`config.mk`:
```
export PLATFORM = sky130hd
export DESIGN_NAME = sha256_message_hasher_unit_flat
export DESIGN_NICKNAME = d
export VERILOG_FILES = /design/src/rtl/core/shamh_pkg.sv /design/src/rtl/core/shamh_chan_if.sv /design/src/rtl/core/shamh_round.sv /design/src/rtl/core/sha256_message_hasher_unit.sv /design/src/flat_wrapper.sv
export VERILOG_INCLUDE_DIRS = /design/src /design/src/rtl/core
export SDC_FILE = /design/constraint.sdc
export NUM_CORES = 2
export LEC_CHECK = 0
export BUFFER_PORTS_ARGS = -buffer_cell sky130_fd_sc_hd__buf_2
export CAP_MARGIN = 15
export CORE_AREA = 3 3 559 561
export CTS_CLUSTER_DIAMETER = 200
export CTS_CLUSTER_SIZE = 8
export DETAILED_ROUTE_END_ITERATION = 10
export DIE_AREA = 0 0 562 564
export HOLD_SLACK_MARGIN = 0.12
export SYNTH_ARGS = -nofsm -noshare
export SYNTH_HDL_FRONTEND = slang
export SYNTH_HIERARCHICAL = 1
export SYNTH_SLANG_ARGS = --single-unit
```
`constraint.sdc`:
```
create_clock -name clock -period 15.9 [get_ports clock]
set_input_delay 0.795 -clock clock [delete_from_list [all_inputs] [get_ports clock]]
set_output_delay 0.795 -clock clock [all_outputs]
set_load 0.01 [all_outputs]
```
`src/rtl/core/sha256_message_hasher_unit_assert.svh`:
```
// Assertion macros shared by the SHA-256 hasher RTL.
// Assertions compile to nothing when SYNTHESIS is defined.
`ifndef SHA256_MESSAGE_HASHER_UNIT_ASSERT_SVH
`define SHA256_MESSAGE_HASHER_UNIT_ASSERT_SVH

`ifndef SYNTHESIS
`define SHAMH_ASSERT_IMP(label, clk, rst, ante, cons, msg) \
   label: assert property (@(posedge clk) disable iff (rst) (ante) |-> (cons)) else $error(msg);
`define SHAMH_ASSERT_NXT(label, clk, rst, ante, cons, msg) \
   label: assert property (@(posedge clk) disable iff (rst) (ante) |=> (cons)) else $error(msg);
`else
`define SHAMH_ASSERT_IMP(label, clk, rst, ante, cons, msg)
`define SHAMH_ASSERT_NXT(label, clk, rst, ante, cons, msg)
`endif

`endif

```
`src/rtl/core/shamh_pkg.sv`:
```
// Types, constants and tables of the SHA-256 message hasher.
// No dependencies.
package shamh_pkg;

   typedef logic [31:0] word_type;
   typedef word_type hash_type [8];

   localparam logic       KIND_DATA   = 1'b0;
   localparam logic       KIND_FINISH = 1'b1;
   localparam logic [7:0] PAD_MARKER  = 8'h80;
   localparam logic [5:0] LENGTH_POS  = 6'd56;
   localparam logic [5:0] LAST_BYTE   = 6'd63;
   localparam logic [5:0] LAST_ROUND  = 6'd63;
   localparam logic [2:0] LAST_WORD   = 3'd7;

   localparam hash_type INITIAL_HASH = '{
      32'h6a09e667, 32'hbb67ae85, 32'h3c6ef372, 32'ha54ff53a,
      32'h510e527f, 32'h9b05688c, 32'h1f83d9ab, 32'h5be0cd19};

   localparam word_type ROUND_K [64] = '{
      32'h428a2f98, 32'h71374491, 32'hb5c0fbcf, 32'he9b5dba5,
      32'h3956c25b, 32'h59f111f1, 32'h923f82a4, 32'hab1c5ed5,
      32'hd807aa98, 32'h12835b01, 32'h243185be, 32'h550c7dc3,
      32'h72be5d74, 32'h80deb1fe, 32'h9bdc06a7, 32'hc19bf174,
      32'he49b69c1, 32'hefbe4786, 32'h0fc19dc6, 32'h240ca1cc,
      32'h2de92c6f, 32'h4a7484aa, 32'h5cb0a9dc, 32'h76f988da,
      32'h983e5152, 32'ha831c66d, 32'hb00327c8, 32'hbf597fc7,
      32'hc6e00bf3, 32'hd5a79147, 32'h06ca6351, 32'h14292967,
      32'h27b70a85, 32'h2e1b2138, 32'h4d2c6dfc, 32'h53380d13,
      32'h650a7354, 32'h766a0abb, 32'h81c2c92e, 32'h92722c85,
      32'ha2bfe8a1, 32'ha81a664b, 32'hc24b8b70, 32'hc76c51a3,
      32'hd192e819, 32'hd6990624, 32'hf40e3585, 32'h106aa070,
      32'h19a4c116, 32'h1e376c08, 32'h2748774c, 32'h34b0bcb5,
      32'h391c0cb3, 32'h4ed8aa4a, 32'h5b9cca4f, 32'h682e6ff3,
      32'h748f82ee, 32'h78a5636f, 32'h84c87814, 32'h8cc70208,
      32'h90befffa, 32'ha4506ceb, 32'hbef9a3f7, 32'hc67178f2};

   typedef struct packed {
      logic       kind;
      logic [7:0] data_byte;
   } req_payload_type;

   typedef struct packed {
      logic [31:0] digest_word;
      logic        last_word;
   } rsp_payload_type;

   typedef enum logic [2:0] {
      ST_IDLE,
      ST_PAD,
      ST_ROUND,
      ST_HASH_ADD,
      ST_EMIT
   } state_type;

endpackage

```
`src/rtl/core/shamh_chan_if.sv`:
```
// Valid/ready channel interfaces for the request and response sides.
// Depends on shamh_pkg.
interface shamh_req_if import shamh_pkg::*; ();
   logic            valid;
   logic            ready;
   req_payload_type payload;

   modport source (output valid, output payload, input ready);
   modport sink (input valid, input payload, output ready);
endinterface

interface shamh_rsp_if import shamh_pkg::*; ();
   logic            valid;
   logic            ready;
   rsp_payload_type payload;

   modport source (output valid, output payload, input ready);
   modport sink (input valid, input payload, output ready);
endinterface

```
`src/rtl/core/shamh_round.sv`:
```
// One SHA-256 compression round and the matching message schedule step.
// Depends on shamh_pkg.
module shamh_round import shamh_pkg::*; (
   input  hash_type work_cur,
   input  word_type w_t,
   input  word_type w_1,
   input  word_type w_9,
   input  word_type w_14,
   input  word_type k_t,
   output hash_type work_nxt,
   output word_type w_new
);

   function automatic word_type big_sigma0(input word_type x);
      return {x[1:0], x[31:2]} ^ {x[12:0], x[31:13]} ^ {x[21:0], x[31:22]};
   endfunction

   function automatic word_type big_sigma1(input word_type x);
      return {x[5:0], x[31:6]} ^ {x[10:0], x[31:11]} ^ {x[24:0], x[31:25]};
   endfunction

   function automatic word_type small_sigma0(input word_type x);
      return {x[6:0], x[31:7]} ^ {x[17:0], x[31:18]} ^ {3'b000, x[31:3]};
   endfunction

   function automatic word_type small_sigma1(input word_type x);
      return {x[16:0], x[31:17]} ^ {x[18:0], x[31:19]} ^ {10'b0, x[31:10]};
   endfunction

   word_type t1;
   word_type t2;
   word_type choose;
   word_type majority;

   always_comb begin
      choose   = (work_cur[4] & work_cur[5]) ^ (~work_cur[4] & work_cur[6]);
      majority = (work_cur[0] & work_cur[1]) ^ (work_cur[0] & work_cur[2]) ^
                 (work_cur[1] & work_cur[2]);
      t1 = work_cur[7] + big_sigma1(work_cur[4]) + choose + k_t + w_t;
      t2 = big_sigma0(work_cur[0]) + majority;
      work_nxt[7] = work_cur[6];
      work_nxt[6] = work_cur[5];
      work_nxt[5] = work_cur[4];
      work_nxt[4] = work_cur[3] + t1;
      work_nxt[3] = work_cur[2];
      work_nxt[2] = work_cur[1];
      work_nxt[1] = work_cur[0];
      work_nxt[0] = t1 + t2;
      w_new = small_sigma1(w_14) + w_9 + small_sigma0(w_1) + w_t;
   end

endmodule

```
`src/rtl/core/sha256_message_hasher_unit.sv`:
```
// SHA-256 message hasher top level: byte intake, padding sequencer and round loop.
// Depends on shamh_pkg, shamh_chan_if, shamh_round and the assertion header.
//
//   Channel   Direction   Payload                      Role
//   req_if    in          kind, data_byte              message bytes or finish
//   rsp_if    out         digest_word, last_word       eight digest words
//
// Data bytes are taken one per cycle while the hasher is idle; the 64th byte of a
// block starts the round loop on the single shared round unit, then the hash update.
// A finish transaction shifts in padding one byte per cycle and runs one or
// two compressions, then offers eight response transactions in order.
// Reset is synchronous and active high; requests are refused while padding is being
// shifted in, a block is being compressed or a digest is being delivered.
`include "sha256_message_hasher_unit_assert.svh"

module sha256_message_hasher_unit import shamh_pkg::*; (
   input logic         clock,
   input logic         reset,
   shamh_req_if.sink   req_if,
   shamh_rsp_if.source rsp_if
);

   state_type    state_ff, state_in;
   logic [511:0] block_ff, block_in;
   logic [5:0]   fill_ff, fill_in;
   logic [63:0]  msg_bits_ff, msg_bits_in;
   hash_type     hash_ff, hash_in;
   hash_type     work_ff, work_in;
   logic [5:0]   round_ff, round_in;
   logic         finishing_ff, finishing_in;
   logic         marker_done_ff, marker_done_in;
   logic         len_blk_ff, len_blk_in;
   logic [2:0]   word_idx_ff, word_idx_in;

   logic         req_fire;
   logic         rsp_fire;
   logic         last_fire;
   logic         shift_en;
   logic [7:0]   shift_byte;
   logic [7:0]   len_byte;
   logic [7:0]   pad_byte;
   hash_type     work_nxt;
   word_type     w_new;

   assign req_if.ready = (state_ff == ST_IDLE);
   assign rsp_if.valid = (state_ff == ST_EMIT);
   assign rsp_if.payload.digest_word = hash_ff[word_idx_ff];
   assign rsp_if.payload.last_word   = (word_idx_ff == LAST_WORD);

   assign req_fire  = req_if.valid && req_if.ready;
   assign rsp_fire  = rsp_if.valid && rsp_if.ready;
   assign last_fire = rsp_fire && (word_idx_ff == LAST_WORD);

   shamh_round u_round (
      .work_cur (work_ff),
      .w_t      (block_ff[511 -: 32]),
      .w_1      (block_ff[479 -: 32]),
      .w_9      (block_ff[223 -: 32]),
      .w_14     (block_ff[63 -: 32]),
      .k_t      (ROUND_K[round_ff]),
      .work_nxt (work_nxt),
      .w_new    (w_new)
   );

   always_comb begin
      len_byte = msg_bits_ff[{~fill_ff[2:0], 3'b000} +: 8];
      if (!marker_done_ff) begin
         pad_byte = PAD_MARKER;
      end else if (len_blk_ff && (fill_ff >= LENGTH_POS)) begin
         pad_byte = len_byte;
      end else begin
         pad_byte = 8'h00;
      end
   end

   always_comb begin
      state_in = state_ff;
      case (state_ff)
         ST_IDLE: begin
            if (req_fire) begin
               if (req_if.payload.kind == KIND_FINISH) begin
                  state_in = ST_PAD;
               end else if (fill_ff == LAST_BYTE) begin
                  state_in = ST_ROUND;
               end
            end
         end
         ST_PAD: begin
            if (fill_ff == LAST_BYTE) begin
               state_in = ST_ROUND;
            end
         end
         ST_ROUND: begin
            if (round_ff == LAST_ROUND) begin
               state_in = ST_HASH_ADD;
            end
         end
         ST_HASH_ADD: begin
            if (finishing_ff && len_blk_ff) begin
               state_in = ST_EMIT;
            end else if (finishing_ff) begin
               state_in = ST_PAD;
            end else begin
               state_in = ST_IDLE;
            end
         end
         ST_EMIT: begin
            if (last_fire) begin
               state_in = ST_IDLE;
            end
         end
         default: state_in = ST_IDLE;
      endcase
   end

   always_comb begin
      shift_en       = 1'b0;
      shift_byte     = pad_byte;
      block_in       = block_ff;
      fill_in        = fill_ff;
      msg_bits_in    = msg_bits_ff;
      hash_in        = hash_ff;
      work_in        = work_ff;
      round_in       = '0;
      finishing_in   = finishing_ff;
      marker_done_in = marker_done_ff;
      len_blk_in     = len_blk_ff;
      word_idx_in    = word_idx_ff;
      case (state_ff)
         ST_IDLE: begin
            work_in = hash_ff;
            if (req_fire) begin
               if (req_if.payload.kind == KIND_FINISH) begin
                  finishing_in   = 1'b1;
                  marker_done_in = 1'b0;
                  len_blk_in     = 1'b0;
               end else begin
                  shift_en    = 1'b1;
                  shift_byte  = req_if.payload.data_byte;
                  msg_bits_in = msg_bits_ff + 64'd8;
               end
            end
         end
         ST_PAD: begin
            work_in        = hash_ff;
            shift_en       = 1'b1;
            marker_done_in = 1'b1;
            if (!marker_done_ff) begin
               len_blk_in = (fill_ff < LENGTH_POS);
            end
         end
         ST_ROUND: begin
            work_in  = work_nxt;
            round_in = round_ff + 6'd1;
            block_in = {block_ff[479:0], w_new};
         end
         ST_HASH_ADD: begin
            for (int i = 0; i < 8; i++) begin
               hash_in[i] = hash_ff[i] + work_ff[i];
            end
            if (finishing_ff) begin
               len_blk_in = 1'b1;
            end
         end
         ST_EMIT: begin
            if (rsp_fire) begin
               word_idx_in = word_idx_ff + 3'd1;
            end
            if (last_fire) begin
               hash_in      = INITIAL_HASH;
               msg_bits_in  = '0;
               finishing_in = 1'b0;
            end
         end
         default: begin
         end
      endcase
      if (shift_en) begin
         block_in = {block_ff[503:0], shift_byte};
         fill_in  = fill_ff + 6'd1;
      end
   end

   always_ff @(posedge clock) begin
      if (reset) begin
         state_ff       <= ST_IDLE;
         fill_ff        <= '0;
         msg_bits_ff    <= '0;
         hash_ff        <= INITIAL_HASH;
         round_ff       <= '0;
         finishing_ff   <= 1'b0;
         marker_done_ff <= 1'b0;
         len_blk_ff     <= 1'b0;
         word_idx_ff    <= '0;
      end else begin
         state_ff       <= state_in;
         fill_ff        <= fill_in;
         msg_bits_ff    <= msg_bits_in;
         hash_ff        <= hash_in;
         round_ff       <= round_in;
         finishing_ff   <= finishing_in;
         marker_done_ff <= marker_done_in;
         len_blk_ff     <= len_blk_in;
         word_idx_ff    <= word_idx_in;
      end
   end

   always_ff @(posedge clock) begin
      block_ff <= block_in;
      work_ff  <= work_in;
   end

   `SHAMH_ASSERT_IMP(a_one_side_open, clock, reset, req_if.ready, !rsp_if.valid, "request and response sides open together")
   `SHAMH_ASSERT_IMP(a_round_aligned, clock, reset, state_ff == ST_ROUND, fill_ff == '0, "compression started on a partial block")
   `SHAMH_ASSERT_NXT(a_bit_count, clock, reset, req_fire && (req_if.payload.kind == KIND_DATA), msg_bits_ff == $past(msg_bits_ff) + 64'd8, "bit count did not advance by one byte")
   `SHAMH_ASSERT_NXT(a_rounds_end, clock, reset, (state_ff == ST_ROUND) && (round_ff == LAST_ROUND), state_ff == ST_HASH_ADD, "round loop did not end after the last round")
   `SHAMH_ASSERT_NXT(a_restart, clock, reset, last_fire, (msg_bits_ff == '0) && (hash_ff[0] == INITIAL_HASH[0]) && (state_ff == ST_IDLE), "hasher did not restart after the digest")

endmodule

```
`src/flat_wrapper.sv`:
```
// flat-port wrapper written by rule: the top's interface ports become plain ports
module sha256_message_hasher_unit_flat import shamh_pkg::*;
  (clock, reset, req_if_valid, req_if_payload, req_if_ready, rsp_if_valid, rsp_if_payload, rsp_if_ready);
  shamh_req_if req_if_i ();
  shamh_rsp_if rsp_if_i ();
  input logic clock;
  input logic reset;
  input wire logic [$bits(req_if_i.valid)-1:0] req_if_valid;
  input wire logic [$bits(req_if_i.payload)-1:0] req_if_payload;
  output wire logic [$bits(req_if_i.ready)-1:0] req_if_ready;
  output wire logic [$bits(rsp_if_i.valid)-1:0] rsp_if_valid;
  output wire logic [$bits(rsp_if_i.payload)-1:0] rsp_if_payload;
  input wire logic [$bits(rsp_if_i.ready)-1:0] rsp_if_ready;
  assign req_if_i.valid = req_if_valid;
  assign req_if_i.payload = req_if_payload;
  assign req_if_ready = req_if_i.ready;
  assign rsp_if_valid = rsp_if_i.valid;
  assign rsp_if_payload = rsp_if_i.payload;
  assign rsp_if_i.ready = rsp_if_ready;
  sha256_message_hasher_unit u_core (.clock(clock), .reset(reset), .req_if(req_if_i), .rsp_if(rsp_if_i));
endmodule
```
==> load_flow_metrics.sql <==
INSERT INTO impl_metrics (metric_group, metric, value, unit) VALUES
('sta', 'tightest_slew', '1167', 'ps'),
('power_and_ir_drop', 'seqPwrFrac', '32.7', '%'),
('place', 'port_buffer_count', '47', ''),
('place', 'placement.setup.worst_slack', '6412', 'ps'),
('finish', 'finish.instance_area', '0.08478', 'mm2'),
('sta', 'final_hold_viol_count', '0', ''),
('logic_synthesis', 'ys.warnings.count', '6', ''),
('logic_synthesis', 'netlist_instances', '8740', ''),
('logic_synthesis', 'netlist-cell-type-count', '105', ''),
('outcome', 'status', 'finished clean', ''),
('clocking', 'tritoncts_num_sinks', '1106', ''),
('sta', 'finalCriticalPeriod', '9887', 'ps'),
('sta', 'setup_viol_count_final', '0', ''),
('route', 'average_wire_length_per_cell_after_detail_routing', '19.42', 'um'),
('route', 'routed-via-count', '61450', ''),
('die', 'start_util', '24.93', '%'),
('clocking', 'insertion_delay', '860', 'ps'),
('logic_synthesis', 'dominantRegCellSynth', 'edfxtp_1', ''),
('clocking', 'cts_max_level', '4', ''),
('grt', 'initial_antenna_violation_count', '8', ''),
('worst_setup_path', 'crit_slowest_cell', 'nor2_1', ''),
('place', 'detailedPlacementHpwl', '176.3', 'mm'),
('sta', 'final_max_slew_viol_count', '0', ''),
('clocking', 'tritoncts', 'done', ''),
('worst_setup_path', 'category_of_the_critical_setup_timing_path', 'flip-flop to flip-flop', ''),
('clocking', 'post-cts-setup-buffers', '0', ''),
('sta', 'maxSlewHeadroom', '21.37', '%'),
('clocking', 'cts_resized', '0', ''),
('finish', 'most_frequent_cells_in_the_layout', 'nand2_1 (2,584), edfxtp_1 (768), a21oi_1 (457)', ''),
('logic_synthesis', 'synth_edf_count', '768', ''),
('grt', 'grt_first_pass_wirelength', '369.9', 'mm'),
('power_and_ir_drop', 'share_comb_of_total_power', '37.4', '%'),
('route', 'vias_per_cell', '4.848', ''),
('die', 'fp.dieArea', '0.3170', 'mm2'),
('route', 'post_detailed_route_drc_marker_count', '0', ''),
('worst_hold_path', 'worstHoldPathType', 'primary input to flip-flop', ''),
('logic_synthesis', 'netlist.area_leader.share', '30.00', '%'),
('power_and_ir_drop', 'powerDensity', '128.6', 'mW/mm2'),
('worst_setup_path', 'setup.worst_path.end_class', 'flip-flop', ''),
('grt', 'global_route.overflow_total', '0', ''),
('logic_synthesis', 'synth.avg_cell_area', '8.796', 'um2'),
('clocking', 'cts.clk_slew.worst_paths', '70', 'ps'),
('route', 'route.antenna.remaining_nets', '0', ''),
('clocking', 'clockRootBuffer', 'clkbuf_16', ''),
('power_and_ir_drop', 'vdd_drop_max', '0.1292', 'mV'),
('worst_setup_path', 'cp_required', '16450', 'ps'),
('logic_synthesis', 'number_of_storage_elements_in_the_synthesis_netlist', '1106', ''),
('die', 'width_of_the_chip', '562', 'um'),
('power_and_ir_drop', 'clock_power_share', '29.9', '%'),
('worst_setup_path', 'slowest_delay', '680', 'ps'),
('die', 'fp.coreArea', '0.3083', 'mm2'),
('route', 'drt_iter0_markers', '7059', ''),
('power_and_ir_drop', 'cell_internal_pwr', '6936', 'uW'),
('finish', 'final.fill_count', '33110', ''),
('power_and_ir_drop', 'power.net_switching', '3970', 'uW'),
('route', 'detail_route.wirelength', '246.1', 'mm'),
('sta', 'layout_setup_ws', '6013', 'ps'),
('grt', 'track_usage', '14.99', '%'),
('grt', 'largest_net_degree_at_the_start_of_global_routing', '220', ''),
('route', 'detailedRoute.firstPassIterationCount', '8', ''),
('logic_synthesis', 'ys_top_cells_by_area', 'edfxtp_1 (30%), nand2_1 (13%), dfxtp_1 (8.8%), ha_1 (6.4%), fa_1 (5.1%)', ''),
('sta', 'finalCritPeriodShare', '62.18', '%'),
('logic_synthesis', 'synth_area_leader_cell', 'edfxtp_1', ''),
('die', 'fp.dieH', '564', 'um'),
('finish', 'final_layout_size_suffix_gt1_share', '6.303', '%'),
('worst_setup_path', 'timing.critical_path.fanout_max', '17', ''),
('worst_setup_path', 'worst_ep_arrival_time', '10440', 'ps'),
('finish', 'final_nets', '9061', ''),
('finish', 'area_growth_syn_to_layout', '10.28', '%'),
('sta', 'grt_setup_unrepaired', 'false', ''),
('sta', 'fin_setup_tns', '0', 'ps');
routing by layer:
| layer | track usage (%) | part of all wire, % | vias up |
|---|---|---|---|
| met3 | 2.834 | 7.9 | 344 |
| met2 | 22.83 | 44 | 2142 |
| met5 | 0 | 0.0053 | - |
| met4 | 3.909 | 2.4 | 2 |
| met1 | 21.63 | 46 | 29840 |
| li1 | - | - | 29120 |
layout make-up:
class / count / area (um2) / share of cell area (%)
multi-input cells: 6609 / 42590 / 50.24
flip-flops and latches: 1106 / 29840 / 35.20
well taps: 4120 / 5155 / 6.080
clock buffers: 253 / 4523 / 5.335
inverters: 462 / 1734 / 2.045
repair buffers: 116 / 859.6 / 1.014
clock inverters: 6 / 63.81 / 0.07526
diodes: 4 / 10.01 / 0.01181
state kept, by name, indices dropped and copies added (netlist names):
register,flops
u_core/hash_ff,256
u_core/finishing_ff,1
u_core/msg_bits_ff,61
u_core/state_ff,3
u_core/word_idx_ff,3
u_core/marker_done_ff,1
u_core/fill_ff,6
u_core/block_ff,512
u_core/len_blk_ff,1
u_core/round_ff,6
u_core/work_ff,256
power by group through the flow:
stage,clock network (uW),registers [uW],logic [uW]
2_1_floorplan,0,3590,3020
3_3_place_gp,0,3610,3970
3_5_place_dp,0,3620,3960
4_1_cts,3340,3560,4010
5_1_grt,3460,3580,4490
6_report,3260,3560,4080
critical path, delay by kind of cell (launching register included):
| family | cells | cell delay (ps) |
|---|---|---|
| buffers and inverters | 6 | 940 |
| xor gates and xnor gates | 2 | 330 |
| AOI/OAI and AO/OA | 14 | 2700 |
| adders and majority gates | 8 | 3410 |
| DFF | 1 | 350 |
| and+or+nand+nor | 6 | 1780 |
Yosys cell counts, drive strengths merged (24+ instances only):
cell type	instances
fa	195
clkbuf	333
a22oi	58
nand3	117
or3	35
a21oi	465
o22ai	70
nor2	421
dfxtp	338
xor2	252
o211ai	25
nor3	72
o21bai	46
a31oi	46
nand2b	129
a211oi	47
nand2	2587
o31ai	30
xnor2	382
ha	394
o21ai	364
buf	230
inv	457
mux2	67
a21o	234
mux2i	24
o21a	50
edfxtp	768
and3	55
mux4	85
nand4	32
and2	27
nor2b	42
final timing paths:
| path | from | end | slack (ps) | cells past startpoint |
|---|---|---|---|---|
| hold / removal | req_if_payload[7] | u_core/block_ff[7]$_DFFE_PP_ | 290 | 3 |
| hold reg to reg | u_core/hash_ff[159]$_SDFFE_PP1P_ | u_core/hash_ff[159]$_SDFFE_PP1P_ | 490 | 1 |
| setup reg to reg | u_core/round_ff[1]$_SDFF_PP0_ | u_core/work_ff[250]$_DFFE_PP_ | 6010 | 36 |
| setup / recovery | u_core/round_ff[1]$_SDFF_PP0_ | u_core/work_ff[250]$_DFFE_PP_ | 6010 | 36 |
stage by stage:
step / power, uW / cells / util, % / hold slack, ps
final: 10910 / 12680 / 27.50 / 290.5
after floorplan: 6609 / 8740 / - / 448.4
after global placement: 7587 / 12410 / 26.01 / 468.2
after detailed placement: 7577 / 12410 / 26.01 / 472.1
after global routing: 11530 / 12670 / 27.50 / 272.2
after CTS: 10910 / 12670 / 27.49 / 242.9
logic make-up (layout without fill, tap and decap cells):
family	count (synthesis)	after routing	share of synthesized area (%)
AOI/OAI and AO/OA	1612	1612	13.44
xor gates and xnor gates	634	634	7.223
other	0	4	0
DFF	1106	1106	38.80
muxes	176	176	3.784
and+or+nand+nor	3596	3596	19.29
adders and majority gates	591	591	11.52
buffers and inverters	1025	837	5.948
No activity file was read; power rests on OpenSTA's default activity.
